===== src/rtl/fgrc_ram.sv =====
// Generic single write port, single read port RAM with registered read data.
module fgrc_ram #(
    parameter int WIDTH = 16,
    parameter int DEPTH = 64
) (
    input  logic                     i_clk,
    input  logic                     i_we,
    input  logic [$clog2(DEPTH)-1:0] i_waddr,
    input  logic [WIDTH-1:0]         i_wdata,
    input  logic [$clog2(DEPTH)-1:0] i_raddr,
    output logic [WIDTH-1:0]         o_rdata
);

    logic [WIDTH-1:0] r_mem [DEPTH];
    logic [WIDTH-1:0] r_rdata;

    always_ff @(posedge i_clk) begin
        if (i_we) begin
            r_mem[i_waddr] <= i_wdata;
        end
        r_rdata <= r_mem[i_raddr];
    end

    assign o_rdata = r_rdata;

endmodule

===== config.mk =====
export PLATFORM = sky130hd
export DESIGN_NAME = fgrc_ram
export DESIGN_NICKNAME = d
export VERILOG_FILES = /design/src/rtl/fgrc_ram.sv
export SDC_FILE = /design/constraint.sdc
export NUM_CORES = 1
export LEC_CHECK = 0
export ABC_CLOCK_PERIOD_IN_PS = 6530
export BUFFER_PORTS_ARGS = -buffer_cell sky130_fd_sc_hd__buf_2
export CAP_MARGIN = 20
export CORE_ASPECT_RATIO = 1.1
export CORE_MARGIN = 10
export CORE_UTILIZATION = 51
export DETAILED_ROUTE_END_ITERATION = 8
export PLACE_DENSITY_LB_ADDON = 0.1
export SETUP_SLACK_MARGIN = 0.1
export SLEW_MARGIN = 20
export SYNTH_ARGS = -nofsm -noshare
export SYNTH_HDL_FRONTEND = slang
export SYNTH_SLANG_ARGS = --single-unit
export TNS_END_PERCENT = 20

===== constraint.sdc =====
create_clock -name i_clk -period 6.53 [get_ports i_clk]
set_input_delay 1.306 -clock i_clk [delete_from_list [all_inputs] [get_ports i_clk]]
set_output_delay 1.306 -clock i_clk [all_outputs]
set_load 0.02 [all_outputs]

==> results.ini <==
[clock_network]
postCtsSetupRepairBufs = 0
clkSlewWorstSetupHoldPaths_ns = 0.06
clkLatencyLatePin_ns = 0.66
htreeDepth = 3
clock_sink_count = 1040
cts_tree = done
postCtsHoldBufs = 0
cts_buffer_depth = 3
cts_root_buf = clkbuf_16
ctsResizeCount = 0
numCtsBuffers = 103

[sta]
fin_tns_setup_ns = 0
period_share = 0.605
fin_skew_ns = 0.0307
layout_setup_ws_ns = 2.58
maxSlewViolCount = 0
setup_viol = 0
tightest_slew_ns = 1.05
fmax_mhz = 253
grt_setup_unrepaired = false
slew_headroom = 0.302
final.min_clock_period_ns = 3.95
hold_viol = 0

[floorplan]
ios = 46
start_util = 0.516
die-height_microns = 314
core_sq_mm = 0.0776
rows = 107
dieArea_sq_mm = 0.0901
die_w_microns = 287

[finish]
area_growth_pct = 12.2
drive_above_1_share = 0.265
fin_nets = 1999

[pwr]
p_sw_frac = 0.213
peakVddDrop_v = 0.000234
power_density_mw_per_mm2 = 307
clkPwrFrac = 0.412
switchingPower_mw = 2.94
pwr-share-comb = 0.050
pwr-share-seq = 0.538
p_int_mw = 10.9
leakage_nw = 14.2

[critical_path]
r2r-start = r_mem[61][11]$_DFFE_PP_
required_ns = 7.08
r2r_cells = 4
r2r-end = o_rdata[11]$_DFF_P_
crit_type = in -> reg
startpoint_type = input port
arrival_ns = 4.50
worstSetupEndpointType = register
rrSetupSlack_ns = 4.22
crit_fanout = 76

[grt]
grt_start_max_net_pins = 100
globalRouteOverflowTotal = 0
grt_pass1_vias = 19362
grt_first_pass_wirelength_microns = 139000
grt_usage = 0.215
antenna_found_initial = 7

[placed_design]
gp_congestion = 0.815
pre_cts_slack_ns = 1.82
io_buffers = 45
dp_hpwl_microns = 56300

[run]
maxCapViolations = 0

[route]
drt_iter0_drc = 1907
wire_per_inst_microns = 31.3
drt-total-wl_microns = 96700
ant_nets = 0
drc = 0
via_count = 19110
first_pass_iters = 5
vias_per_cell = 6.18

[synthesis]
synth_xor_area_frac = 0
synthTopCellsByArea = edfxtp_1, mux4_2, mux2i_1, dfxtp_1, mux2_2
synth_nets = 1859
synth_mux_area_frac = 0.155
ys_seq_area_frac = 0.776
synth-seq-cells = 1040
ys_warn_count = 0
synth_top_area_cell = edfxtp_1
yosysUniqueCellTypes = 43
synthDominantCellAreaShare = 0.768
synth-simple-area-share = 0.0265
synthAdderAreaFrac = 0
synth_top_family_by_area = multiplexers
synth_compound_area_frac = 0.0241
syn_inst = 1829
avgSynthCellArea_sq_um = 21.9
synth_area_sq_mm = 0.0400

[status]
outcome = finished clean

[min_path]
hold-path-cell-count = 3
hold_start = r_mem[34][0]$_DFFE_PP_
hold_class = reg -> reg
worstHoldEndpoint = o_rdata[0]$_DFF_P_

-- placed cells by master, fill, tap and decap left out, types with 6 or more instances in the layout --
cell type     n
nand4_1      12
edfxtp_1   1024
clkbuf_16   104
nor2_1       71
nor2b_1      26
nand2_1      59
buf_2        42
a211oi_1      8
a22oi_1      39
mux2i_1      85
a211o_1       8
a221o_1       6
buf_4        89
a311oi_1      8
a22o_1        6
bufinv_16     7
nand3_1      24
mux2_2       27
mux4_2      220
a31oi_1       8
clkinv_2     19
clkbuf_1     21
a21oi_1      17
a221oi_1     16
dfxtp_1      16
clkinv_1     25
-- metrics by stage --
step,instances,area (sq um),hold WS [ns],power (mW),util
after floorplan,1829,40000,0.750,7.94,-
after detailed placement,2899,41700,0.865,8.26,0.536
after global routing,3090,44900,0.887,14.2,0.578
after CTS,3090,44900,0.869,13.9,0.578
final,3091,44900,0.864,13.8,0.578
after global placement,2899,41700,0.859,8.25,0.536
-- power by group through the flow --
stage / registers (mW) / logic (mW) / clock network, mW
floorplan: 7.56 / 0.383 / 0
global route: 7.42 / 0.735 / 6.06
finish: 7.42 / 0.691 / 5.69
global placement: 7.56 / 0.693 / 0
detailed placement: 7.56 / 0.702 / 0
CTS: 7.42 / 0.703 / 5.80
-- critical path: stages --
cell	delay, ns
buf_8	0.61
buf_4	0.58
mux4_2	0.62
mux2_2	0.28
nand2_1	0.11
nand4_1	0.48
and4_1	0.40
-- cells by family (layout without fill, tap and decap cells) --
group / Yosys count / after routing
flops: 1040 / 1040
mux: 336 / 336
simple gates: 220 / 220
compound gates: 129 / 129
buf+inv: 104 / 330
other cells: 0 / 1
-- Yosys cell counts --
| master | count |
|---|---|
| buf_8 | 3 |
| clkbuf_2 | 2 |
| nor2_1 | 72 |
| or3_1 | 1 |
| a211o_1 | 8 |
| nand2b_1 | 3 |
| nand3b_1 | 2 |
| buf_6 | 17 |
| nand4_1 | 12 |
| buf_1 | 3 |
| mux4_2 | 220 |
| a211oi_1 | 8 |
| a221oi_1 | 16 |
| nand4b_1 | 1 |
| mux2i_1 | 85 |
| o21ai_1 | 3 |
| and4_1 | 5 |
| buf_12 | 5 |
| a41oi_1 | 5 |
| nor2b_1 | 30 |
| buf_4 | 13 |
| nor3_1 | 2 |
| o21ai_0 | 5 |
| edfxtp_1 | 1024 |
| a22o_1 | 6 |
| nor4_2 | 3 |
| nor2_2 | 2 |
| mux4_1 | 4 |
| a22oi_1 | 39 |
| nand2_4 | 1 |
| or3b_2 | 1 |
| a311oi_1 | 8 |
| buf_2 | 36 |
| a21oi_1 | 17 |
| a221o_1 | 6 |
| dfxtp_1 | 16 |
| nand3_1 | 24 |
| clkbuf_4 | 1 |
| mux2_2 | 27 |
| and2_1 | 2 |
| a31oi_1 | 8 |
| nand2_1 | 59 |
| clkbuf_1 | 24 |
-- final cells by class --
class,count,area [sq um]
multi-input cells,685,8270
well taps,1035,1290
clock inverters,63,536
fillers,5706,32700
repair buffers,139,1020
flip-flops and latches,1040,31100
clock buffers,128,2720
diodes,1,2.50
-- how the worst max path moves through the flow --
stage / from / endpoint / slack, ns / cells past startpoint
finish: i_raddr[0] / o_rdata[12]$_DFF_P_ / 2.58 / 7
global route: i_raddr[0] / o_rdata[2]$_DFF_P_ / 2.39 / 7
CTS: i_raddr[0] / o_rdata[12]$_DFF_P_ / 2.52 / 7
detailed placement: i_raddr[0] / o_rdata[12]$_DFF_P_ / 1.82 / 7
global placement: i_raddr[0] / o_rdata[12]$_DFF_P_ / 1.82 / 7
floorplan: i_waddr[3] / r_mem[48][0]$_DFFE_PP_ / 3.19 / 4
-- layer usage --
metal	global-route usage	wire length (microns)
met1	0.303	40500
met2	0.335	46000
met3	0.0404	6930
met4	0.0758	3110
met5	0	46
-- flip-flops by register name, summed over array words and instances (netlist names) --
register,flops
r_mem,1024
o_rdata,16
Power figures use the tool's default switching activity.
